--- src/hdl/rotation_matrix_to_quaternion_top_defines.svh ---
// ----------------------------------------------------------------------------
// rotation matrix to quaternion: assertion macros
// checks are compiled out when SYNTH is defined
// ----------------------------------------------------------------------------
`ifndef ROTATION_MATRIX_TO_QUATERNION_TOP_DEFINES_SVH
`define ROTATION_MATRIX_TO_QUATERNION_TOP_DEFINES_SVH
`ifndef SYNTH
`define RMQ_CHECK(label, ante, cons) \
   label: assert property (@(posedge clock) disable iff (reset) (ante) |-> (cons)) \
      else $error("rmq check failed");
`define RMQ_CHECK_NEXT(label, ante, cons) \
   label: assert property (@(posedge clock) disable iff (reset) (ante) |=> (cons)) \
      else $error("rmq next-cycle check failed");
`else
`define RMQ_CHECK(label, ante, cons)
`define RMQ_CHECK_NEXT(label, ante, cons)
`endif
`endif

--- src/hdl/rmq_pkg.sv ---
// ----------------------------------------------------------------------------
// rmq_pkg
// widths, request/response types and pipeline tokens for the converter
// ----------------------------------------------------------------------------
package rmq_pkg;

   localparam int FRAC_BITS = 14;
   localparam int ELEM_W    = 16;
   localparam int DIFF_W    = ELEM_W + 1;
   // positive square-root argument fits in A_UW unsigned bits
   localparam int A_UW      = ((FRAC_BITS > ELEM_W + 1) ? FRAC_BITS : ELEM_W + 1) + 1;
   localparam int A_SW      = A_UW + 1;
   localparam int ROOT_W    = (A_UW + FRAC_BITS + 1) / 2;
   localparam int RAD_W     = 2 * ROOT_W;
   localparam int SREM_W    = ROOT_W + 2;
   localparam int DEN_W     = ROOT_W + 1;
   localparam int DREM_W    = ROOT_W + 2;
   localparam int QUO_W     = DIFF_W + FRAC_BITS;
   localparam int LANES     = 3;
   localparam int COMPS     = 4;
   localparam int ELEMS     = 9;

   typedef enum logic [1:0] {
      BR_TRACE = 2'd0,
      BR_DIAG0 = 2'd1,
      BR_DIAG1 = 2'd2,
      BR_DIAG2 = 2'd3
   } branch_type;

   typedef struct packed {
      logic [ELEMS-1:0][ELEM_W-1:0] elem;   // index row*3 + col
   } req_type;

   typedef struct packed {
      branch_type                    branch;
      logic                          degen;
      logic [LANES-1:0][DIFF_W-1:0]  num;
      logic [RAD_W-1:0]              rad;
      logic [SREM_W-1:0]             rem;
      logic [ROOT_W-1:0]             root;
   } sq_type;

   typedef struct packed {
      branch_type                    branch;
      logic                          degen;
      logic [ROOT_W-1:0]             root;
      logic [LANES-1:0]              neg;
      logic [LANES-1:0][DREM_W-1:0]  rem;
      logic [LANES-1:0][QUO_W-1:0]   quo;
      logic [LANES-1:0][QUO_W-1:0]   mag;
   } dv_type;

   typedef struct packed {
      logic [COMPS-1:0][ELEM_W-1:0]  quat;  // x, y, z, w
      branch_type                    branch;
      logic                          degen;
   } rsp_type;

endpackage

--- src/hdl/rmq_front.sv ---
// ----------------------------------------------------------------------------
// rmq_front
// branch choice, square-root argument and the three numerators
// ----------------------------------------------------------------------------
module rmq_front import rmq_pkg::*; (
   input  logic    clock,
   input  logic    reset,
   input  logic    in_valid,
   output logic    in_ready,
   input  req_type in_data,
   output logic    out_valid,
   input  logic    out_ready,
   output sq_type  out_data
);

   localparam logic signed [A_SW-1:0] ONE_A = A_SW'(1) << FRAC_BITS;

   logic                     valid_ff;
   sq_type                   data_ff;
   sq_type                   data_in;
   logic signed [A_SW-1:0]   t00, t11, t22, tr, a;
   branch_type               br;

   function automatic logic [DIFF_W-1:0] dsub(logic [ELEM_W-1:0] p, logic [ELEM_W-1:0] q);
      return DIFF_W'($signed(p)) - DIFF_W'($signed(q));
   endfunction

   function automatic logic [DIFF_W-1:0] dadd(logic [ELEM_W-1:0] p, logic [ELEM_W-1:0] q);
      return DIFF_W'($signed(p)) + DIFF_W'($signed(q));
   endfunction

   // t(i,j) = m(j,i); element index is row*3 + col of the given matrix
   always_comb begin
      t00 = A_SW'($signed(in_data.elem[0]));
      t11 = A_SW'($signed(in_data.elem[4]));
      t22 = A_SW'($signed(in_data.elem[8]));
      tr  = t00 + t11 + t22;
      if (tr > 0) begin
         br = BR_TRACE;
         a  = ONE_A + tr;
      end else if (t00 > t11 && t00 > t22) begin
         br = BR_DIAG0;
         a  = ONE_A + t00 - t11 - t22;
      end else if (t11 > t22) begin
         br = BR_DIAG1;
         a  = ONE_A + t11 - t00 - t22;
      end else begin
         br = BR_DIAG2;
         a  = ONE_A + t22 - t00 - t11;
      end

      data_in        = '0;
      data_in.branch = br;
      data_in.degen  = a[A_SW-1] || (a == '0);
      data_in.rad    = data_in.degen ? '0 : (RAD_W'(a[A_UW-1:0]) << FRAC_BITS);

      // lanes fill the non-diagonal slots of x, y, z, w in order
      case (br)
         BR_TRACE: begin
            data_in.num[0] = dsub(in_data.elem[5], in_data.elem[7]);
            data_in.num[1] = dsub(in_data.elem[6], in_data.elem[2]);
            data_in.num[2] = dsub(in_data.elem[1], in_data.elem[3]);
         end
         BR_DIAG0: begin
            data_in.num[0] = dadd(in_data.elem[3], in_data.elem[1]);
            data_in.num[1] = dadd(in_data.elem[6], in_data.elem[2]);
            data_in.num[2] = dsub(in_data.elem[5], in_data.elem[7]);
         end
         BR_DIAG1: begin
            data_in.num[0] = dadd(in_data.elem[3], in_data.elem[1]);
            data_in.num[1] = dadd(in_data.elem[7], in_data.elem[5]);
            data_in.num[2] = dsub(in_data.elem[6], in_data.elem[2]);
         end
         default: begin
            data_in.num[0] = dadd(in_data.elem[6], in_data.elem[2]);
            data_in.num[1] = dadd(in_data.elem[7], in_data.elem[5]);
            data_in.num[2] = dsub(in_data.elem[1], in_data.elem[3]);
         end
      endcase
   end

   assign in_ready  = !valid_ff || out_ready;
   assign out_valid = valid_ff;
   assign out_data  = data_ff;

   always_ff @(posedge clock) begin
      if (reset) begin
         valid_ff <= 1'b0;
      end else if (in_ready) begin
         valid_ff <= in_valid;
      end
   end

   always_ff @(posedge clock) begin
      if (in_ready && in_valid) begin
         data_ff <= data_in;
      end
   end

endmodule

--- config.mk ---
export PLATFORM = sky130hd
export DESIGN_NAME = rmq_front
export DESIGN_NICKNAME = d
export VERILOG_FILES = /design/src/hdl/rotation_matrix_to_quaternion_top_defines.svh /design/src/hdl/rmq_pkg.sv /design/src/hdl/rmq_front.sv
export SDC_FILE = /design/constraint.sdc
export NUM_CORES = 1
export LEC_CHECK = 0
export BUFFER_PORTS_ARGS = -buffer_cell sky130_fd_sc_hd__buf_2
export CAP_MARGIN = 10
export CORE_MARGIN = 10
export CORE_UTILIZATION = 40
export CTS_BUF_LIST = sky130_fd_sc_hd__clkbuf_8
export DETAILED_ROUTE_END_ITERATION = 12
export PLACE_DENSITY = 0.59
export SLEW_MARGIN = 0
export SYNTH_ARGS = -nofsm -noshare
export SYNTH_HDL_FRONTEND = slang
export SYNTH_SLANG_ARGS = --single-unit
--- constraint.sdc ---
create_clock -name clock -period 9 [get_ports clock]
set_input_delay 1.8 -clock clock [delete_from_list [all_inputs] [get_ports clock]]
set_output_delay 1.8 -clock clock [all_outputs]
set_load 0.01 [all_outputs]
==> results.yml <==
status:
  outcome: "completed"
cts:
  post-cts-setup-buffers: 0
  cts_inserted_buffers: 9
  cts_tree: "built"
  clock_path_buffers: 2
  cts_hold_buffers: 0
  clock_latency_ns: 0.39
  clkSlewWorstSetupHoldPaths_ns: 0.09
  cts.sinks: 73
  cts_htree_levels: 3
  root_buffer: "clkbuf_8"
  post_cts_resized: 0
logic_synthesis:
  synth_cells: 1857
  synth_ff_type: "edfxtp_1"
  synth_commonest_cells: "ha_1 (296), inv_1 (223), nor2_1 (134), a21oi_1 (124), nand2_1 (123)"
  yosysWarnings: 0
  ys_ff_latch: 73
  synthesis.area_um2: 15600
  yosysTopAreaCellShare_pct: 23.7
  synth_area_leaders: "ha_1 (24%), edfxtp_1 (14%), fa_1 (9.5%), xnor2_1 (5.4%), inv_1 (5.4%)"
  synth_top_cell_by_area: "ha_1"
  synth_enable_flop_cells: 72
  ys_types: 93
  avgSynthCellArea_um2: 8.42
  async_flop_share_pct: 0
  yosysSeqAreaShare_pct: 13.9
  yosysMostFrequentCell: "ha_1"
setup_path:
  worst-setup-path-type: "primary input to flip-flop"
  startpoint_type: "primary input"
  crit_arrival_ns: 7.02
  r2r-end: "out_data[94]"
  crit-reg2reg-launch: "out_valid"
  startpoint: "in_data[1]"
  crit_end: "out_data[76]"
  r2r_slack_ns: 7.31
  crit_fanout: 46
  worst_setup_path_end_kind: "flip-flop"
  worstPathRequired_ns: 9.14
  rr_worst_depth: 2
power:
  switching_share_pct: 49.0
  irDropWorstVdd_uv: 72.5
  totalPowerFinal_w: 0.00264
  combPwrFrac_pct: 69.3
  net-switching-power_w: 0.00129
  seqPwrFrac_pct: 20.3
  leakagePower_nw: 8.27
  power.density_nw_per_um2: 153
  pwr-share-clk_pct: 10.4
  p_int_w: 0.00134
place:
  place.gp.congestion: 0.908
  postPlaceCellArea_um2: 17000
  dp_cells: 2549
  port_buffers: 221
  dp_hpwl_mm: 40.2
global_route:
  grt_use_total_pct: 19.6
  antenna_found_initial: 0
  grt_start_max_net_pins: 73
  grt_pass1_vias: 13500
  grt_pass1_wl_mm: 74.4
  grt_overflow_total: 0
route:
  ant_nets: 0
  initialDrtViolationCount: 843
  finalWirelength_mm: 48.1
  vias: 13600
  viasPerCell: 5.28
  drc: 0
  first_pass_iters: 5
  wl_per_cell_um: 18.7
layout:
  drive_gt1_share_pct: 14.1
  antenna_cells: 0
  area_growth_syn_to_layout_pct: 10.1
  fin_area_um2: 17200
  nFillCells: 3933
  fin_nets: 2560
  fin_cells: 2565
timing:
  finalCritPeriodShare_pct: 76.4
  setup_viol: 0
  fin_crit_ns: 6.88
  slew_headroom_pct: 28.8
  fmax_mhz: 145
  hold_viol: 0
  worstMarginPinSlew_ns: 1.07
  setup_tns_ns: 0
  worst_clock_skew_ns: 0.0159
  finalMaxSlewViolations: 0
  grt_setup_unrepaired: "false"
die:
  start_util_pct: 40.5
  die_w_um: 218
  die_area_um2: 47400
  rows: 72
  core-area_um2: 38600
  io_pins: 270
  die_y_um: 218
hold_path:
  hold_path.startpoint: "out_valid"
  hp-class: "flip-flop to flip-flop"
flow_run:
  drv_cap: 0
per-stage QoR:
stage                     hold WS (ns)  util, %  setup slack (ns)
final                            0.522     44.6              2.12
after global routing             0.565     44.6              1.68
after CTS                        0.527     44.6              2.15
after detailed placement         0.513     44.1              1.77
after global placement           0.491     44.1              1.89
after floorplan                  0.593        -              3.15
cells by family (layout without fill, tap and decap cells):
kind of cell               after synthesis  in the layout  synth area share (%)
buffers and inverters                  326            469                  9.32
other                                    1             48                0.0240
and+or+nand+nor                        467            467                  14.5
DFF                                     73             73                  13.9
adders and majority gates              371            371                  33.2
AOI/OAI and AO/OA                      476            476                  20.8
xor gates and xnor gates               122            122                  6.83
muxes                                   21             21                  1.37
registers in the layout (all words and copies together) (netlist names):
register / count
out_valid: 1
out_data: 72
worst min-delay path by stage:
stage	to	slack [ns]	depth (start not counted)
2_1_floorplan	out_valid	0.59	2
3_3_place_gp	out_valid	0.49	2
3_5_place_dp	out_valid	0.51	2
4_1_cts	out_valid	0.53	2
5_1_grt	out_valid	0.57	2
6_report	out_valid	0.52	2
worst max-delay path, stage by stage:
cell,delay [ns]
buf_2,0.14
inv_1,0.10
fa_1,0.54
inv_1,0.04
ha_1,0.22
fa_1,0.47
a21o_1,0.21
nand3_2,0.12
a31oi_4,0.12
o311ai_2,0.46
a21oi_2,0.11
o31ai_1,0.41
o31a_1,0.26
inv_1,0.06
ha_1,0.17
nand4_1,0.16
o21a_2,0.78
buf_4,0.49
nor2_1,0.09
a21oi_1,0.12
mux2i_1,0.08
placed cells by master, fill, tap and decap left out, types with 24 or more instances in the layout:
| cell type | synthesis | final |
|---|---|---|
| a21oi_1 | 124 | 124 |
| edfxtp_1 | 72 | 72 |
| conb_1 | 1 | 48 |
| o21ai_0 | 88 | 88 |
| xnor2_1 | 96 | 96 |
| nor2_1 | 134 | 134 |
| xor2_1 | 26 | 26 |
| buf_2 | 11 | 221 |
| nand2_1 | 123 | 123 |
| nand3_1 | 24 | 24 |
| nor2b_1 | 28 | 28 |
| inv_1 | 223 | 225 |
| o31ai_1 | 24 | 24 |
| nor3_1 | 40 | 40 |
| ha_1 | 296 | 296 |
| fa_1 | 74 | 74 |
metal layers:
layer	vias up	global-route usage [%]	part of all wire, %
met1	6400	25.6	45
met4	0	4.26	1.8
li1	6732	-	-
met5	-	0	0
met3	37	2.84	4.7
met2	387	33.4	48
power by group through the flow:
stage | Sequential (W) | Clock, W | Combinational [W]
final | 0.000536 | 0.000275 | 0.00183
after global placement | 0.000544 | 0 | 0.00179
after floorplan | 0.000566 | 0 | 0.00128
after CTS | 0.000536 | 0.000280 | 0.00182
after global routing | 0.000541 | 0.000294 | 0.00203
after detailed placement | 0.000541 | 0 | 0.00181
layout make-up:
| cell class | instances | area [µm²] | share of cell area [%] |
|---|---|---|---|
| Sequential cell | 73 | 2180 | 12.7 |
| Tap cell | 518 | 648 | 3.76 |
| Inverter | 225 | 845 | 4.90 |
| Multi-Input combinational cell | 1505 | 12200 | 70.8 |
| Clock inverter | 7 | 63.8 | 0.370 |
| Clock buffer | 9 | 124 | 0.719 |
| Timing Repair Buffer | 228 | 1160 | 6.73 |
(Power assumes the default switching activity.)
