### src/hdl/rotation_matrix_to_quaternion_top_defines.svh
// ----------------------------------------------------------------------------
// rotation matrix to quaternion: assertion macros
// checks are compiled out when SYNTH is defined
// ----------------------------------------------------------------------------
`ifndef ROTATION_MATRIX_TO_QUATERNION_TOP_DEFINES_SVH
`define ROTATION_MATRIX_TO_QUATERNION_TOP_DEFINES_SVH
`ifndef SYNTH
`define RMQ_CHECK(label, ante, cons) \
   label: assert property (@(posedge clock) disable iff (reset) (ante) |-> (cons)) \
      else $error("rmq check failed");
`define RMQ_CHECK_NEXT(label, ante, cons) \
   label: assert property (@(posedge clock) disable iff (reset) (ante) |=> (cons)) \
      else $error("rmq next-cycle check failed");
`else
`define RMQ_CHECK(label, ante, cons)
`define RMQ_CHECK_NEXT(label, ante, cons)
`endif
`endif

### src/hdl/rmq_pkg.sv
// ----------------------------------------------------------------------------
// rmq_pkg
// widths, request/response types and pipeline tokens for the converter
// ----------------------------------------------------------------------------
package rmq_pkg;

   localparam int FRAC_BITS = 14;
   localparam int ELEM_W    = 16;
   localparam int DIFF_W    = ELEM_W + 1;
   // positive square-root argument fits in A_UW unsigned bits
   localparam int A_UW      = ((FRAC_BITS > ELEM_W + 1) ? FRAC_BITS : ELEM_W + 1) + 1;
   localparam int A_SW      = A_UW + 1;
   localparam int ROOT_W    = (A_UW + FRAC_BITS + 1) / 2;
   localparam int RAD_W     = 2 * ROOT_W;
   localparam int SREM_W    = ROOT_W + 2;
   localparam int DEN_W     = ROOT_W + 1;
   localparam int DREM_W    = ROOT_W + 2;
   localparam int QUO_W     = DIFF_W + FRAC_BITS;
   localparam int LANES     = 3;
   localparam int COMPS     = 4;
   localparam int ELEMS     = 9;

   typedef enum logic [1:0] {
      BR_TRACE = 2'd0,
      BR_DIAG0 = 2'd1,
      BR_DIAG1 = 2'd2,
      BR_DIAG2 = 2'd3
   } branch_type;

   typedef struct packed {
      logic [ELEMS-1:0][ELEM_W-1:0] elem;   // index row*3 + col
   } req_type;

   typedef struct packed {
      branch_type                    branch;
      logic                          degen;
      logic [LANES-1:0][DIFF_W-1:0]  num;
      logic [RAD_W-1:0]              rad;
      logic [SREM_W-1:0]             rem;
      logic [ROOT_W-1:0]             root;
   } sq_type;

   typedef struct packed {
      branch_type                    branch;
      logic                          degen;
      logic [ROOT_W-1:0]             root;
      logic [LANES-1:0]              neg;
      logic [LANES-1:0][DREM_W-1:0]  rem;
      logic [LANES-1:0][QUO_W-1:0]   quo;
      logic [LANES-1:0][QUO_W-1:0]   mag;
   } dv_type;

   typedef struct packed {
      logic [COMPS-1:0][ELEM_W-1:0]  quat;  // x, y, z, w
      branch_type                    branch;
      logic                          degen;
   } rsp_type;

endpackage

### src/hdl/rmq_pack.sv
// ----------------------------------------------------------------------------
// rmq_pack
// sign restore, saturation, slot placement and the response register
// ----------------------------------------------------------------------------
module rmq_pack import rmq_pkg::*; (
   input  logic    clock,
   input  logic    reset,
   input  logic    in_valid,
   output logic    in_ready,
   input  dv_type  in_data,
   output logic    out_valid,
   input  logic    out_ready,
   output rsp_type out_data
);

   localparam int SQ_W = QUO_W + 1;
   localparam logic signed [SQ_W-1:0] MAX_Q = SQ_W'(2**(ELEM_W-1) - 1);
   localparam logic signed [SQ_W-1:0] MIN_Q = -SQ_W'(2**(ELEM_W-1));

   logic                         valid_ff;
   rsp_type                      data_ff;
   rsp_type                      data_in;
   logic [LANES-1:0][ELEM_W-1:0] lane_q;
   logic signed [SQ_W-1:0]       sq;
   logic [ELEM_W-1:0]            diag;
   logic [ROOT_W-1:0]            half;
   logic [1:0]                   dslot;

   always_comb begin
      sq = '0;
      for (int i = 0; i < LANES; i++) begin
         sq = in_data.neg[i] ? -$signed({1'b0, in_data.quo[i]})
                             : $signed({1'b0, in_data.quo[i]});
         if (sq > MAX_Q) begin
            lane_q[i] = MAX_Q[ELEM_W-1:0];
         end else if (sq < MIN_Q) begin
            lane_q[i] = MIN_Q[ELEM_W-1:0];
         end else begin
            lane_q[i] = sq[ELEM_W-1:0];
         end
      end

      half = in_data.root >> 1;
      if (ROOT_W'(half) > ROOT_W'(MAX_Q[ELEM_W-1:0])) begin
         diag = MAX_Q[ELEM_W-1:0];
      end else begin
         diag = ELEM_W'(half);
      end

      case (in_data.branch)
         BR_TRACE: dslot = 2'd3;
         BR_DIAG0: dslot = 2'd0;
         BR_DIAG1: dslot = 2'd1;
         default:  dslot = 2'd2;
      endcase

      data_in        = '0;
      data_in.branch = in_data.branch;
      data_in.degen  = in_data.degen;
      for (int k = 0; k < COMPS; k++) begin
         if (in_data.degen) begin
            data_in.quat[k] = '0;
         end else if (k == int'(dslot)) begin
            data_in.quat[k] = diag;
         end else if (k < int'(dslot)) begin
            data_in.quat[k] = lane_q[k];
         end else begin
            data_in.quat[k] = lane_q[k-1];
         end
      end
   end

   assign in_ready  = !valid_ff || out_ready;
   assign out_valid = valid_ff;
   assign out_data  = data_ff;

   always_ff @(posedge clock) begin
      if (reset) begin
         valid_ff <= 1'b0;
      end else if (in_ready) begin
         valid_ff <= in_valid;
      end
   end

   always_ff @(posedge clock) begin
      if (in_ready && in_valid) begin
         data_ff <= data_in;
      end
   end

endmodule

### config.mk
export PLATFORM = sky130hd
export DESIGN_NAME = rmq_pack
export DESIGN_NICKNAME = d
export VERILOG_FILES = /design/src/hdl/rotation_matrix_to_quaternion_top_defines.svh /design/src/hdl/rmq_pkg.sv /design/src/hdl/rmq_pack.sv
export SDC_FILE = /design/constraint.sdc
export NUM_CORES = 1
export LEC_CHECK = 0
export ABC_AREA = 1
export BUFFER_PORTS_ARGS = -buffer_cell sky130_fd_sc_hd__buf_2
export CORE_ASPECT_RATIO = 0.75
export CORE_MARGIN = 3
export CORE_UTILIZATION = 35
export DETAILED_ROUTE_END_ITERATION = 6
export PLACE_DENSITY = 0.62
export SLEW_MARGIN = 10
export SYNTH_ARGS = -nofsm -noshare
export SYNTH_HDL_FRONTEND = slang
export SYNTH_SLANG_ARGS = --single-unit
export TNS_END_PERCENT = 50
### constraint.sdc
create_clock -name clock -period 7.31 [get_ports clock]
set_clock_uncertainty 0.05 [all_clocks]
set_input_delay 1.462 -clock clock [delete_from_list [all_inputs] [get_ports clock]]
set_output_delay 1.462 -clock clock [all_outputs]
set_load 0.01 [all_outputs]
==> results.md, run 1 <==
- Hold Violations, Final: 0
- RD Place Congestion: 0.9686
- EDFF count, synth: 67
- Post-synthesis cell area: 7052 um^2
- Inserted Clock Buffers: 9
- Asr flop ratio synth: 0%
- Avg Cell Area, Syn: 6.153 um^2
- GRT met2 Usage: 29.13%
- Longest Clk Path Bufs: 2
- Net Count, Synth: 1420
- Yosys warns: 0
- FP Rows: 44
- Detailed Route WL: 24.27 mm
- Most frequent cells in the layout: nand2_1 (334), buf_2 (186), nor2_1 (158)
- IO Port Bufs: 186
- Detail Route Antenna Nets: 0
- Final setup TNS: 0 ps
- Tcrit/Tclk final: 59.43%
- Slowest Stage Delay on Critical Path: 500 ps
- Vias: 7929
- Vias in the first global route: 7049
- Worst hold path class: reg -> reg
- CP endpoint: out_data[10]$_SDFFCE_PP0P_
- Post-layout util: 43.26%
- CP max stage cell: nand2_1
- Die height: 128.9 um
- XOR/XNOR Fraction of Synth Area: 5.216%
- Critical path endpoint category: flip-flop
- Yosys top cell by area: edfxtp_1
- Register area share after synthesis: 28.81%
- Synth unique cells: 32
- Synthesized flop and latch total: 68
- Dominant combinational cell family by area after synthesis: simple AND/OR/NAND/NOR gates
- CTS Root Cell: clkbuf_16
- Final Slew Violations: 0
- Die Width: 169.9 um
- Grt met3 use: 4.269%
- Cell Pwr Density: 159.1 nW/um^2
- CP required: 7330 ps
- Total congestion overflow: 0
- Hpwl dp: 19.58 mm
- Setup crit start kind: input port
- Post-CTS Setup Bufs: 0
- Run status: finished clean
- Most common cell after layout, fill and taps aside: nand2_1
- Slew margin rel.: 30.99%
- Largest net degree at the start of global routing: 68
- # IOs: 335
- Die ar.: 21900 um^2
- Max Freq: 0.2302 GHz
- Drt pass-1 iters: 7
- First-pass GRT wire length: 37.32 mm
- M1 GR Usage: 35.25%
- Via density: 5.073
- Clock H-tree levels: 3
- DR iter-0 viols: 790
- Nets: 1577
- Share of the synthesized area in the top cell type: 28.53%
- Area contributors post-synth: edfxtp_1 (29%), nand2_1 (18%), nand3_1 (10%)
- Compound-cell area share of the yosys netlist: 10.91%
- Area Overhead vs Synth: 19.89%
- Reg-to-reg endpoint: out_data[31]$_SDFFCE_PP0P_
- Commonest register cell after synthesis: edfxtp_1
- Core ar.: 19540 um^2
- Buffers & Inverters on Critical Path: 3
- R2R depth: 2
- Tot GR Track Use: 21.46%
- Worst-skew pair later-pin latency: 330 ps
- Drt wl/cell: 15.53 um
- Delay-heaviest family, CP: simple AND/OR/NAND/NOR gates
- RSZ-0062 raised after global routing: no
- Crit path from: in_data[94]
- Most frequent CP cell: nand2_1
- Worst setup path class: in -> reg
- Static Leak: 4.315 nW
- DRC: 0
- Worst vdd ir: 0.0001154 V
- Worst reg2reg setup slack: 5670 ps
- Worst r2r src: out_valid$_SDFFE_PP0N_
- Worst-path clk slew: 50 ps
- Num Clock Sinks: 68
- Gate Count Post-Synth: 1146
- CTS tree: done
- Initial antenna violation count: 2
- Mux cell area share after synthesis: 0%
- Cts hold-fix bufs: 0
- Adder-Cell Fraction of Synth Area: 1.419%
- Resized Gates After CTS: 0
- Layout cell share with drive strength beyond 1: 18.81%
- Fin crit period: 4345 ps
- Post-Synth Simple-Gate Area: 43.70%
- Worst-path fanout max: 22
- Critical path arrival: 4360 ps
- Max Cap Viol: 0
- Final-report setup violation count: 0
- Slew at the pin with the worst max-slew slack: 1035 ps
- Initial Util: 36.08%
- Worst path cell trace: buf_2, inv_1, ha_1, nand3_1, nor2_2, nand3_1, nand2_1, nand2_1, nand2_1, nand2_1, nor2_1, nand2_1, nor2_1, nand2_1, nand2_1, nand2_1, o21ai_0, inv_1
- GRT busiest layer: met1
- Cell depth of the worst setup path: 18
cell families after synthesis:
family	count (synthesis)
and+or+nand+nor	707
adders and majority gates	8
buffers and inverters	172
xor gates and xnor gates	42
AOI/OAI and AO/OA	149
DFF	68
layer usage:
| layer | vias to the layer above | share of wire [%] |
|---|---|---|
| met1 | 3564 | 51 |
| met2 | 302 | 39 |
| met3 | 16 | 8.7 |
| met5 | - | 0.029 |
| li1 | 4045 | - |
| met4 | 2 | 0.79 |
worst reg2reg max path: stages (launching register included):
cell and delay (ps):
dfxtp_1 340, a21oi_4 140, buf_4 670
cells in the mapped netlist (8+ instances only):
master,n
xnor2_1,22
nor2_1,158
nand3_1,143
nand3b_1,10
nand2_2,21
inv_1,128
a21oi_1,51
edfxtp_1,67
nand4_1,14
nand2_1,334
o21ai_1,25
ha_1,8
buf_2,8
o21ai_0,67
xor2_1,20
clkbuf_1,22
how the worst min path moves through the flow:
stage	end	cells past startpoint	slack, ps	start
6_report	out_valid$_SDFFE_PP0N_	2	480	out_valid$_SDFFE_PP0N_
5_1_grt	out_valid$_SDFFE_PP0N_	2	530	out_valid$_SDFFE_PP0N_
4_1_cts	out_valid$_SDFFE_PP0N_	2	490	out_valid$_SDFFE_PP0N_
3_5_place_dp	out_valid$_SDFFE_PP0N_	2	480	out_valid$_SDFFE_PP0N_
3_3_place_gp	out_valid$_SDFFE_PP0N_	2	470	out_valid$_SDFFE_PP0N_
2_1_floorplan	out_valid$_SDFFE_PP0N_	2	530	out_valid$_SDFFE_PP0N_
flip-flops by register name, summed over array words and instances, names as in the netlist:
register,flops
out_data,67
out_valid,1
report_power, final:
part           switching [mW]  internal (mW)
clock network           0.174          0.332
registers              0.0105          0.465
logic                   0.241          0.122
total                   0.426          0.919
stage by stage:
step / cells / area [um^2] / worst slack [ps] / hold WS [ps] / power (mW)
finish: 1563 / 8454 / 2965 / 480.0 / 1.345
global route: 1562 / 8452 / 2584 / 527.2 / 1.409
CTS: 1561 / 8449 / 2992 / 486.5 / 1.342
detailed placement: 1545 / 8109 / 2657 / 480.4 / 0.8406
global placement: 1545 / 8109 / 2676 / 466.8 / 0.8398
floorplan: 1146 / 7052 / 1992 / 527.0 / 0.7039
cell type report:
| class | instances | area (um^2) |
|---|---|---|
| Antenna cell | 2 | 5.005 |
| Clock buffer | 9 | 225.2 |
| Clock inverter | 7 | 115.1 |
| Fill cell | 2115 | 11090 |
| Inverter | 131 | 491.7 |
| Multi-Input combinational cell | 906 | 4330 |
| Sequential cell | 68 | 2032 |
| Tap cell | 253 | 316.6 |
| Timing Repair Buffer | 187 | 938.4 |
No activity file was read; power rests on OpenSTA's default activity.
==> run 2, diff against run 1 <==
--- a/config.mk
+++ b/config.mk
@@ -11,7 +11,7 @@
 export CORE_MARGIN = 3
 export CORE_UTILIZATION = 35
 export DETAILED_ROUTE_END_ITERATION = 6
-export PLACE_DENSITY = 0.62
+export PLACE_DENSITY = 0.65
 export SLEW_MARGIN = 10
 export SYNTH_ARGS = -nofsm -noshare
 export SYNTH_HDL_FRONTEND = slang
==> constraint.sdc (replaced) <==
create_clock -name clock -period 3.7 [get_ports clock]
set_clock_uncertainty 0.05 [all_clocks]
set_input_delay 0.74 -clock clock [delete_from_list [all_inputs] [get_ports clock]]
set_output_delay 0.74 -clock clock [all_outputs]
set_load 0.01 [all_outputs]
==> run 2 against run 1 <==
  * Die area is the same
  * Clock-buffer cell count is the same
  * First-iteration DRC count grew 8.5%
  * Via count grew 1.8%
  * Global-route usage grew 0.37 points
  * Sequential share of layout area shrank 0.37 points
  * Utilization grew 0.67 points
  * Clock power grew 85%
  * Critical path depth grew 1
  * Wire length grew 1.5%
  * Sequential cell count is the same
  * Setup slack lost 2500 ps
  * Highest routed layer is now met4
==> results.md, run 2 (synthesized netlist as in run 1, its figures left out) <==
- Run status: finished clean
- Cell Pwr Density: 304.7 nW/um^2
- Post-Layout Cell Count: 1582
- Drt wl/cell: 15.57 um
- Final-report setup violation count: 0
- FP Rows: 44
- Via density: 5.104
- Nets: 1598
- Die height: 128.9 um
- Hold Violations, Final: 0
- Cells after DPL: 1566
- Vias in the first global route: 7134
- Tcrit/Tclk final: 87.85%
- Num Clock Sinks: 68
- Initial Util: 36.08%
- Detail Route Antenna Nets: 0
- Setup crit start kind: input port
- Die ar.: 21900 um^2
- Die Width: 169.9 um
- Most frequent cells in the layout: nand2_1 (333), buf_2 (186), nor2_1 (158)
- Final setup TNS: 0 ps
- Longest Clk Path Bufs: 2
- Worst vdd ir: 0.0001806 V
- Clock H-tree levels: 3
- DR iter-0 viols: 857
- N_diodes: 0
- Worst hold path class: reg -> reg
- R2R depth: 2
- Most common cell after layout, fill and taps aside: nand2_1
- Fillers: 2137
- Cts hold-fix bufs: 0
- IO Port Bufs: 186
- Critical path endpoint category: flip-flop
- Area Overhead vs Synth: 21.75%
- CP required: 3730 ps
- Hold path depth: 2
- Worst-skew pair later-pin latency: 330 ps
- Hpwl dp: 20.04 mm
- # IOs: 335
- Layout cell share with drive strength beyond 1: 20.09%
- Pre-CTS WS: 43.87 ps
- First-pass GRT wire length: 38.01 mm
- Core ar.: 19540 um^2
- Final Slew Violations: 0
- Vias: 8074
- Critical path arrival: 3280 ps
- Max Cap Viol: 0
- RD Place Congestion: 0.9492
- CTS Root Cell: clkbuf_16
- CTS tree: done
- Total congestion overflow: 0
- Tot GR Track Use: 21.83%
- Drt pass-1 iters: 5
- Static Leak: 4.401 nW
- Worst-path fanout max: 12
- DRC: 0
- Slew margin rel.: 36.95%
- RSZ-0062 raised after global routing: no
- Initial antenna violation count: 0
- Inserted Clock Buffers: 9
- Max Freq: 0.3077 GHz
- Slew at the pin with the worst max-slew slack: 945.7 ps
- Largest net degree at the start of global routing: 68
- Worst-path clk slew: 60 ps
- Post-Place Cell Area: 8267 um^2
- Final Cell Area: 8586 um^2
- Max reg flops: 67
- Worst setup margin: 449.6 ps
- Fin crit period: 3250 ps
- Detailed Route WL: 24.64 mm
- Worst setup path class: in -> reg
-- run 2: layer usage --
metal / global-route usage (%) / up-vias / part of all wire [%]
met1: 35.00 / 3636 / 50
met4: 2.098 / 0 / 0.64
met3: 4.914 / 14 / 10
met5: 0 / - / 0
li1: - / 4070 / -
met2: 30.54 / 354 / 40
-- run 2: critical path, stage by stage --
cell	delay (ps)
buf_2	110
inv_1	80
ha_1	170
nand3_1	130
nor2_2	300
nand3_1	190
nand2_1	200
nand2_1	70
nand2_1	60
nand2_1	60
nor2_1	140
nand2_1	80
nor2_1	140
nand2_1	90
nand2_2	190
buf_4	200
nand2_1	60
o21ai_0	190
inv_1	70
-- run 2: repair_timing --
action                                 CTS  global route
buffers inserted                         0             0
endpoints found under the hold margin    0             0
resized for setup                        0             1
setup endpoints to repair                0             3
-- run 2: path summary, 6_finish.rpt --
path / start / endpoint / slack, ps
worst max-delay path: in_data[94] / out_data[15]$_SDFFCE_PP0P_ / 450
worst min-delay path: out_valid$_SDFFE_PP0N_ / out_valid$_SDFFE_PP0N_ / 480
worst max register to register: out_valid$_SDFFE_PP0N_ / out_data[15]$_SDFFCE_PP0P_ / 2050
worst min register to register: out_valid$_SDFFE_PP0N_ / out_valid$_SDFFE_PP0N_ / 480
-- run 2: through the flow --
| stage | util [%] | total power [mW] | hold WS [ps] |
|---|---|---|---|
| after detailed placement | 42.30 | 1.681 | 480.2 |
| after CTS | 43.92 | 2.614 | 487.5 |
| after floorplan | - | 1.389 | 539.9 |
| final | 43.93 | 2.616 | 482.9 |
| after global routing | 43.93 | 2.744 | 511.8 |
| after global placement | 42.30 | 1.678 | 469.9 |
-- run 2: final cells by class --
type / instances / area (um^2) / share of cell area [%]
Sequential cell: 68 / 2032 / 23.67
Multi-Input combinational cell: 906 / 4333 / 50.47
Tap cell: 253 / 316.6 / 3.687
Inverter: 131 / 491.7 / 5.727
Clock buffer: 9 / 225.2 / 2.623
Timing Repair Buffer: 208 / 1096 / 12.77
Clock inverter: 7 / 91.34 / 1.064
-- run 2: power breakdown --
group / internal, mW / switching [mW] / total (mW)
clock network: 0.587 / 0.352 / 0.938
logic: 0.253 / 0.484 / 0.737
registers: 0.919 / 0.0215 / 0.941
