## config.mk

```make
export PLATFORM = sky130hd
export DESIGN_NAME = rmq_div_cell
export DESIGN_NICKNAME = d
export VERILOG_FILES = /design/src/hdl/rotation_matrix_to_quaternion_top_defines.svh /design/src/hdl/rmq_pkg.sv /design/src/hdl/rmq_div_cell.sv
export SDC_FILE = /design/constraint.sdc
export NUM_CORES = 1
export LEC_CHECK = 0
export BUFFER_PORTS_ARGS = -buffer_cell sky130_fd_sc_hd__buf_2
export CORE_AREA = 2 2 206 208
export DETAILED_ROUTE_END_ITERATION = 7
export DIE_AREA = 0 0 208 210
export GPL_TIMING_DRIVEN = 1
export PLACE_DENSITY_LB_ADDON = 0.15
export SLEW_MARGIN = 10
export SYNTH_ARGS = -nofsm -noshare
export SYNTH_HDL_FRONTEND = slang
export SYNTH_SLANG_ARGS = --single-unit
```

## constraint.sdc

```tcl
create_clock -name clock -period 13.5 [get_ports clock]
set_input_delay 2.7 -clock clock [delete_from_list [all_inputs] [get_ports clock]]
set_output_delay 2.7 -clock clock [all_outputs]
set_load 0.005 [all_outputs]
```

## src/hdl/rotation_matrix_to_quaternion_top_defines.svh

```systemverilog
// ----------------------------------------------------------------------------
// rotation matrix to quaternion: assertion macros
// checks are compiled out when SYNTH is defined
// ----------------------------------------------------------------------------
`ifndef ROTATION_MATRIX_TO_QUATERNION_TOP_DEFINES_SVH
`define ROTATION_MATRIX_TO_QUATERNION_TOP_DEFINES_SVH
`ifndef SYNTH
`define RMQ_CHECK(label, ante, cons) \
   label: assert property (@(posedge clock) disable iff (reset) (ante) |-> (cons)) \
      else $error("rmq check failed");
`define RMQ_CHECK_NEXT(label, ante, cons) \
   label: assert property (@(posedge clock) disable iff (reset) (ante) |=> (cons)) \
      else $error("rmq next-cycle check failed");
`else
`define RMQ_CHECK(label, ante, cons)
`define RMQ_CHECK_NEXT(label, ante, cons)
`endif
`endif

```

## src/hdl/rmq_pkg.sv

```systemverilog
// ----------------------------------------------------------------------------
// rmq_pkg
// widths, request/response types and pipeline tokens for the converter
// ----------------------------------------------------------------------------
package rmq_pkg;

   localparam int FRAC_BITS = 14;
   localparam int ELEM_W    = 16;
   localparam int DIFF_W    = ELEM_W + 1;
   // positive square-root argument fits in A_UW unsigned bits
   localparam int A_UW      = ((FRAC_BITS > ELEM_W + 1) ? FRAC_BITS : ELEM_W + 1) + 1;
   localparam int A_SW      = A_UW + 1;
   localparam int ROOT_W    = (A_UW + FRAC_BITS + 1) / 2;
   localparam int RAD_W     = 2 * ROOT_W;
   localparam int SREM_W    = ROOT_W + 2;
   localparam int DEN_W     = ROOT_W + 1;
   localparam int DREM_W    = ROOT_W + 2;
   localparam int QUO_W     = DIFF_W + FRAC_BITS;
   localparam int LANES     = 3;
   localparam int COMPS     = 4;
   localparam int ELEMS     = 9;

   typedef enum logic [1:0] {
      BR_TRACE = 2'd0,
      BR_DIAG0 = 2'd1,
      BR_DIAG1 = 2'd2,
      BR_DIAG2 = 2'd3
   } branch_type;

   typedef struct packed {
      logic [ELEMS-1:0][ELEM_W-1:0] elem;   // index row*3 + col
   } req_type;

   typedef struct packed {
      branch_type                    branch;
      logic                          degen;
      logic [LANES-1:0][DIFF_W-1:0]  num;
      logic [RAD_W-1:0]              rad;
      logic [SREM_W-1:0]             rem;
      logic [ROOT_W-1:0]             root;
   } sq_type;

   typedef struct packed {
      branch_type                    branch;
      logic                          degen;
      logic [ROOT_W-1:0]             root;
      logic [LANES-1:0]              neg;
      logic [LANES-1:0][DREM_W-1:0]  rem;
      logic [LANES-1:0][QUO_W-1:0]   quo;
      logic [LANES-1:0][QUO_W-1:0]   mag;
   } dv_type;

   typedef struct packed {
      logic [COMPS-1:0][ELEM_W-1:0]  quat;  // x, y, z, w
      branch_type                    branch;
      logic                          degen;
   } rsp_type;

endpackage

```

## src/hdl/rmq_div_cell.sv

```systemverilog
// ----------------------------------------------------------------------------
// rmq_div_cell
// one quotient bit per cell for each of the three restoring divide lanes
// ----------------------------------------------------------------------------
module rmq_div_cell import rmq_pkg::*; (
   input  logic   clock,
   input  logic   reset,
   input  logic   in_valid,
   output logic   in_ready,
   input  dv_type in_data,
   output logic   out_valid,
   input  logic   out_ready,
   output dv_type out_data
);

   logic              valid_ff;
   dv_type            data_ff;
   dv_type            data_in;
   logic [DREM_W-1:0] den;
   logic [DREM_W-1:0] rem_sh;
   logic              ge;

   always_comb begin
      // divisor is twice the root
      den     = DREM_W'({in_data.root, 1'b0});
      data_in = in_data;
      rem_sh  = '0;
      ge      = 1'b0;
      for (int i = 0; i < LANES; i++) begin
         rem_sh         = {in_data.rem[i][DREM_W-2:0], in_data.mag[i][QUO_W-1]};
         ge             = (rem_sh >= den);
         data_in.rem[i] = ge ? (rem_sh - den) : rem_sh;
         data_in.quo[i] = {in_data.quo[i][QUO_W-2:0], ge};
         data_in.mag[i] = in_data.mag[i] << 1;
      end
   end

   assign in_ready  = !valid_ff || out_ready;
   assign out_valid = valid_ff;
   assign out_data  = data_ff;

   always_ff @(posedge clock) begin
      if (reset) begin
         valid_ff <= 1'b0;
      end else if (in_ready) begin
         valid_ff <= in_valid;
      end
   end

   always_ff @(posedge clock) begin
      if (in_ready && in_valid) begin
         data_ff <= data_in;
      end
   end

endmodule

```

==> metrics.log, run 1 <==
INFO  metric run_status = finished, final reports clean
INFO  metric drtAntennaViolNets = 0
INFO  metric layout_setup_ws = 7.70 ns
INFO  metric tritoncts = done
INFO  metric drt-vias-per-instance = 4.60
INFO  metric cts.root.buffer_cell = clkbuf_16
INFO  metric cp_slowest_cell = nand2b_1
INFO  metric critPathMostFrequentCell = buf_2
INFO  metric via_count_of_the_first_global_routing_pass = 8511
INFO  metric worst-path-max-fanout = 3
INFO  metric ios = 530
INFO  metric area_delta_synth_final = 37.2%
INFO  metric die_w = 208 um
INFO  metric cts_max_path_buffers = 3
INFO  metric worst-r2r-setup-slack = 10.21 ns
INFO  metric ys_seq_area_share = 68.9%
INFO  metric whs_path_depth = 2
INFO  metric final_period_minus_worst_setup_slack = 5.80 ns
INFO  metric detailroute.via_count = 8563
INFO  metric cts_resized = 0
INFO  metric finalHoldViolations = 0
INFO  metric clock_skew = 0.0105 ns
INFO  metric worst_slew_margin_rel = 31.8%
INFO  metric synth_area_leaders = edfxtp_1 (69%), ha_1 (5.3%), a21oi_1 (2.4%)
INFO  metric clkTransAtPathRegs = 0.06 ns
INFO  metric main_combinational_cell_family_by_area_after_synthesis = compound AO/OA/AOI/OAI gates
INFO  metric fillers = 4126
INFO  metric floorplan.rows = 75
INFO  metric placement.io_buffers = 520
INFO  metric max_clock_freq = 173 MHz
INFO  metric worst_r2r_startpoint = out_valid$_SDFFE_PP0N_
INFO  metric globalRoute.totalOverflow = 0
INFO  metric track_usage = 17.3%
INFO  metric postSynthAreaPerCell = 14.9 um2
INFO  metric power.share.combinational = 15.0%
INFO  metric worstHoldStart = out_valid$_SDFFE_PP0N_
INFO  metric crit_path_end_kind = primary output
INFO  metric synth_adder_area_share = 5.84%
INFO  metric synth_top_cell_by_area = edfxtp_1
INFO  metric antenna_found_initial = 18
INFO  metric sequentialPowerShare = 45.8%
INFO  metric synth.area.mux_share = 3.25%
INFO  metric r2r_cells = 4
INFO  metric synth-xor-area-share = 2.09%
INFO  metric yosys.area_share.simple = 6.30%
INFO  metric crit_path_start_kind = primary input
INFO  metric postSynth.asyncResetShare = 0%
INFO  metric timing.critical_path.slowest_cell_delay = 0.16 ns
INFO  metric drt-initial-drc-count = 508
INFO  metric p_total = 2.13 mW
INFO  metric worstSetupPathType = primary input to primary output
INFO  metric routedWlPerCell = 21.3 um
INFO  metric synth-main-ff-cell = edfxtp_1
INFO  metric min_path_type = flip-flop to flip-flop
INFO  metric power_per_cell_area = 137 nW/um2
INFO  metric synth_largest_type_area_fraction = 68.8%
INFO  metric postSynthRegisterBits = 260
INFO  metric total_switching_power = 0.529 mW
INFO  metric slew_viol_final = 0
INFO  metric worstPathArrival = 3.10 ns
INFO  metric synth.top_cells.by_count = edfxtp_1 (259), a21oi_1 (54), ha_1 (48)
INFO  metric postCtsSetupBuffers = 0
INFO  metric finalSetupViolations = 0
INFO  metric stdcell_count = 1862
INFO  metric grt_start_max_net_pins = 80
INFO  metric worstPathRequired = 10.80 ns
INFO  metric dp_worst_setup_slack = 7.53 ns
INFO  metric synthCells = 757
INFO  metric synth-compound-area-share = 11.1%
INFO  metric timing.final.crit_share = 42.9%
INFO  metric cp.depth = 3
INFO  metric start_util = 27.3%
INFO  metric drcViolationCount = 0
INFO  metric cts.sinks = 260
INFO  metric final-seq-area = 7800 um2
INFO  metric wl = 39700 um
INFO  metric num-nets-final = 1609
INFO  metric worst_ir_drop_vdd = 0.0000862 V
INFO  metric detail_route.first_pass.iterations = 5
INFO  metric core-area = 41500 um2
INFO  metric total_die_area = 43700 um2
INFO  metric synthMostInstantiatedCell = edfxtp_1
INFO  metric clock_tree.htree_level_count = 1
INFO  metric numCtsBuffers = 30
INFO  metric static-leakage-power = 6.60 nW
INFO  metric worst_path_cell_trace = buf_2 -> nand2b_1 -> buf_2
INFO  metric unrepaired_setup_endpoints_after_global_routing = false
INFO  metric reported_max_cap_violation_count = 0
INFO  metric internal_power = 1.60 mW
INFO  metric totalNegativeSetupSlack = 0 ns
INFO  metric cts.hold.buffers_added = 0
INFO  metric layout-drive-gt1-share = 46.1%
INFO  metric worst_skew_pair.late_latency = 0.57 ns
INFO  metric critical_path_buf_inv_count = 2
INFO  metric grt_pass1_wl = 55900 um
INFO  metric multi_input_area = 3250 um2
INFO  metric worst_path_dominant_cell_family = buffers and inverters
INFO  metric worst_pin_slew = 1.02 ns
INFO  metric netlist_area = 11300 um2
INFO  metric switching_share = 24.8%
INFO  metric place.detailed.instances = 1799
INFO  metric die_h = 210 um
INFO  metric synth-edff-count = 259
INFO  metric detailed_place_hpwl = 31200 um
INFO  metric global_placement_routability_congestion = 0.852
INFO  metric min_to = out_valid$_SDFFE_PP0N_
INFO  metric clkPwrFrac = 39.2%
INFO  metric ys.warnings.count = 0
INFO  metric yosysUniqueCellTypes = 66
INFO  metric whs = 0.524 ns
INFO  metric worstReg2RegEnd = out_data[210]$_DFFE_PP_
## worst max path at each step
stage,from,to
finish,out_ready,in_ready
global route,out_ready,in_ready
CTS,out_ready,in_ready
detailed placement,in_data[244],out_data[192]$_DFFE_PP_
global placement,in_data[244],out_data[192]$_DFFE_PP_
floorplan,out_ready,out_data[100]$_DFFE_PP_
## cells by family after synthesis
| family | Yosys count |
|---|---|
| flip-flops | 260 |
| other | 1 |
| AND/OR/NAND/NOR | 138 |
| AO/OA/AOI/OAI | 187 |
| XOR/XNOR | 27 |
| adder cells (fa/ha/maj) | 51 |
| multiplexers | 31 |
| buffers and inverters | 62 |
## power by group through the flow
stage                     sequential, mW  combinational [mW]  clock [mW]
final                              0.977               0.319       0.836
after global routing               0.982               0.354       0.894
after CTS                          0.978               0.326       0.866
after detailed placement           0.994               0.323           0
after global placement             0.993               0.322           0
after floorplan                     1.01               0.162           0
## through the flow
stage / area, um2 / utilization [%]
floorplan: 11300 / -
global placement: 14500 / 35.0
detailed placement: 14500 / 35.0
CTS: 15500 / 37.4
global route: 15500 / 37.4
finish: 15500 / 37.4
## registers in the layout, summed over array words and instances (netlist names)
register	flops
out_valid	1
out_data	259
## routing by layer
metal  wire length (um)  track usage [%]  vias to the layer above
met5                113                0                        -
li1                   -                -                     4039
met3               3220             5.71                       64
met1              14400             18.6                     4122
met4                970             5.09                       16
met2              21000             32.1                      322
## layout by cell type (no fill, tap or decap), types with 6 or more instances in the layout
master | netlist | routed
xnor2_1 | 15 | 15
nand3_1 | 12 | 12
clkbuf_1 | 12 | 8
nand2b_1 | 8 | 8
xor2_1 | 12 | 12
edfxtp_1 | 259 | 259
diode_2 | 0 | 7
a211oi_1 | 10 | 10
nand4_1 | 8 | 8
nor2_1 | 35 | 35
clkbuf_16 | 0 | 31
nor3_1 | 15 | 15
o21ai_0 | 31 | 31
mux2_2 | 21 | 21
buf_2 | 5 | 520
a21o_1 | 11 | 11
a21oi_1 | 54 | 54
a31oi_1 | 6 | 6
o21a_1 | 15 | 15
o21bai_1 | 6 | 6
o22ai_1 | 6 | 6
mux2_4 | 6 | 6
inv_1 | 38 | 38
nand2_1 | 26 | 26
o31ai_1 | 9 | 9
ha_1 | 48 | 48
## worst min-delay path: cells and delay by family, from the launching register on
kind	cells	cell delay [ns]
AO/OA/AOI/OAI	1	0.07
flip-flops	1	0.30
AND/OR/NAND/NOR	1	0.10
## final cells by class
| type | count | share of cell area [%] |
|---|---|---|
| Inverter | 39 | 0.943 |
| Timing Repair Buffer | 524 | 17.0 |
| Clock inverter | 17 | 1.28 |
| Antenna cell | 7 | 0.113 |
| Multi-Input combinational cell | 437 | 20.9 |
| Tap cell | 539 | 4.34 |
| Clock buffer | 39 | 5.19 |
| Sequential cell | 260 | 50.2 |
Power figures use the tool's default switching activity.
==> run 2: changes to the inputs <==
clock period = 5.4 ns   (was 13.5 ns; I/O delays follow)
==> run 2 against run 1 <==
  * Worst hold slack gained 0.0038 ns
  * Routed wire length rose by 0.67%
  * Cell area is 0.27% higher
==> metrics.log, run 2 (synthesis results as in run 1) <==
INFO  metric run_status = finished, final reports clean
INFO  metric fillers = 4145
INFO  metric whs_path_depth = 2
INFO  metric ios = 530
INFO  metric cts_resized = 0
INFO  metric fin_area = 15600 um2
INFO  metric track_usage = 17.4%
INFO  metric clkPwrFrac = 39.4%
INFO  metric totalNegativeSetupSlack = 0 ns
INFO  metric min_path_type = flip-flop to flip-flop
INFO  metric worst_pin_slew = 0.809 ns
INFO  metric unrepaired_setup_endpoints_after_global_routing = false
INFO  metric grt_pass1_wl = 56000 um
INFO  metric start_util = 27.3%
INFO  metric cts.root.buffer_cell = clkbuf_16
INFO  metric area_delta_synth_final = 37.6%
INFO  metric mostFrequentLayoutCell = buf_2
INFO  metric clkTransAtPathRegs = 0.06 ns
INFO  metric finalSetupViolations = 0
INFO  metric power_per_cell_area = 344 nW/um2
INFO  metric routed-wl-met3 = 3270 um
INFO  metric global_placement_routability_congestion = 0.833
INFO  metric worstHoldStart = out_valid$_SDFFE_PP0N_
INFO  metric routedLengthMet1 = 14600 um
INFO  metric top_layer = met5
INFO  metric worstPathRequired = 5.71 ns
INFO  metric layout-drive-gt1-share = 46.4%
INFO  metric detail_route.first_pass.iterations = 5
INFO  metric cts.sinks = 260
INFO  metric static-leakage-power = 6.61 nW
INFO  metric final_period_minus_worst_setup_slack = 3.39 ns
INFO  metric cts_max_path_buffers = 3
INFO  metric worstSetupPathType = primary input to flip-flop
INFO  metric numCtsBuffers = 31
INFO  metric detailroute.via_count = 8581
INFO  metric reported_max_cap_violation_count = 0
INFO  metric slew_viol_final = 0
INFO  metric die_h = 210 um
INFO  metric grt_start_max_net_pins = 115
INFO  metric clock_tree.htree_level_count = 1
INFO  metric total_switching_power = 1.34 mW
INFO  metric wl = 40000 um
INFO  metric worst-path-max-fanout = 16
INFO  metric r2r_cells = 3
INFO  metric p_total = 5.35 mW
INFO  metric cts.hold.buffers_added = 0
INFO  metric flip_flop_count_of_the_largest_register_after_layout = 259
INFO  metric routedWlPerCell = 21.5 um
INFO  metric core-area = 41500 um2
INFO  metric globalRoute.totalOverflow = 0
INFO  metric worst_skew_pair.late_latency = 0.56 ns
INFO  metric sequentialPowerShare = 45.6%
INFO  metric worstPathArrival = 3.70 ns
INFO  metric layout_common_cells = buf_2 (520), edfxtp_1 (259), a21oi_1 (54)
INFO  metric num-nets-final = 1611
INFO  metric via_count_of_the_first_global_routing_pass = 8488
INFO  metric die_w = 208 um
INFO  metric drt-initial-drc-count = 537
INFO  metric tritoncts = done
INFO  metric total_die_area = 43700 um2
INFO  metric clock_skew = 0.00506 ns
INFO  metric worst_ir_drop_vdd = 0.000209 V
INFO  metric postCtsSetupBuffers = 0
INFO  metric postPlaceCellArea = 14500 um2
INFO  metric worst_slew_margin_rel = 46.1%
INFO  metric drcViolationCount = 0
INFO  metric met2RoutedLength = 21000 um
INFO  metric worstReg2RegEnd = out_data[212]$_DFFE_PP_
INFO  metric multi_input_area = 3250 um2
INFO  metric floorplan.rows = 75
INFO  metric antenna_found_initial = 10
INFO  metric finalHoldViolations = 0
INFO  metric detailed_place_hpwl = 31000 um
INFO  metric timing.final.crit_share = 62.8%
INFO  metric max_clock_freq = 295 MHz
INFO  metric final-seq-area = 7800 um2
INFO  metric drtAntennaViolNets = 0
INFO  metric worst-r2r-setup-slack = 3.47 ns
INFO  metric placement.io_buffers = 520
INFO  metric crit_path_end_kind = flip-flop
INFO  metric internal_power = 4.01 mW
INFO  metric worst_r2r_startpoint = out_valid$_SDFFE_PP0N_
INFO  metric min_to = out_valid$_SDFFE_PP0N_
INFO  metric whs = 0.528 ns
INFO  metric power.share.combinational = 15.0%
INFO  metric crit_path_start_kind = primary input
INFO  metric switching_share = 25.1%
INFO  metric drt-vias-per-instance = 4.61
[run 2: worst max-delay path by stage]
stage / start / endpoint / slack [ns] / cells past startpoint
after floorplan: out_ready / out_data[100]$_DFFE_PP_ / 0.54 / 2
after global placement: in_data[244] / out_data[191]$_DFFE_PP_ / 1.36 / 9
after detailed placement: in_data[244] / out_data[198]$_DFFE_PP_ / 1.37 / 9
after CTS: in_data[244] / out_data[198]$_DFFE_PP_ / 1.98 / 9
after global routing: in_data[247] / out_data[198]$_DFFE_PP_ / 1.80 / 9
final: in_data[247] / out_data[193]$_DFFE_PP_ / 2.01 / 9
[run 2: metrics by stage]
stage,worst slack [ns],utilization (%),std cells
final,2.01,37.5,1862
after global routing,1.80,37.5,1857
after CTS,1.98,37.5,1857
after detailed placement,1.37,35.0,1800
after global placement,1.36,35.0,1800
after floorplan,0.540,-,759
[run 2: routing by layer]
layer / track usage, % / vias up
li1: - / 4036
met1: 19.0 / 4122
met2: 32.2 / 356
met3: 5.41 / 57
met4: 5.09 / 10
met5: 0 / -
[run 2: final cells by class]
class                   count  share of cell area (%)
flip-flops and latches    260                    50.1
repair buffers            525                    17.1
clock inverters            22                    1.47
clock buffers              35                    5.08
inverters                  39                   0.940
well taps                 539                    4.33
diodes                      5                  0.0804
multi-input cells         437                    20.9
[run 2: power by group through the flow]
stage / logic, mW / registers (mW) / clock network (mW)
global placement: 0.811 / 2.48 / 0
finish: 0.804 / 2.44 / 2.11
floorplan: 0.404 / 2.52 / 0
CTS: 0.820 / 2.44 / 2.19
global route: 0.887 / 2.45 / 2.26
detailed placement: 0.814 / 2.48 / 0
[run 2: critical path, stage by stage]
cell     delay (ns)
buf_2          0.10
inv_1          0.22
ha_1           0.35
a21oi_1        0.30
o21ai_0        0.15
o21a_1         0.22
o31ai_4        0.18
and2_1         0.67
mux2_2         0.41
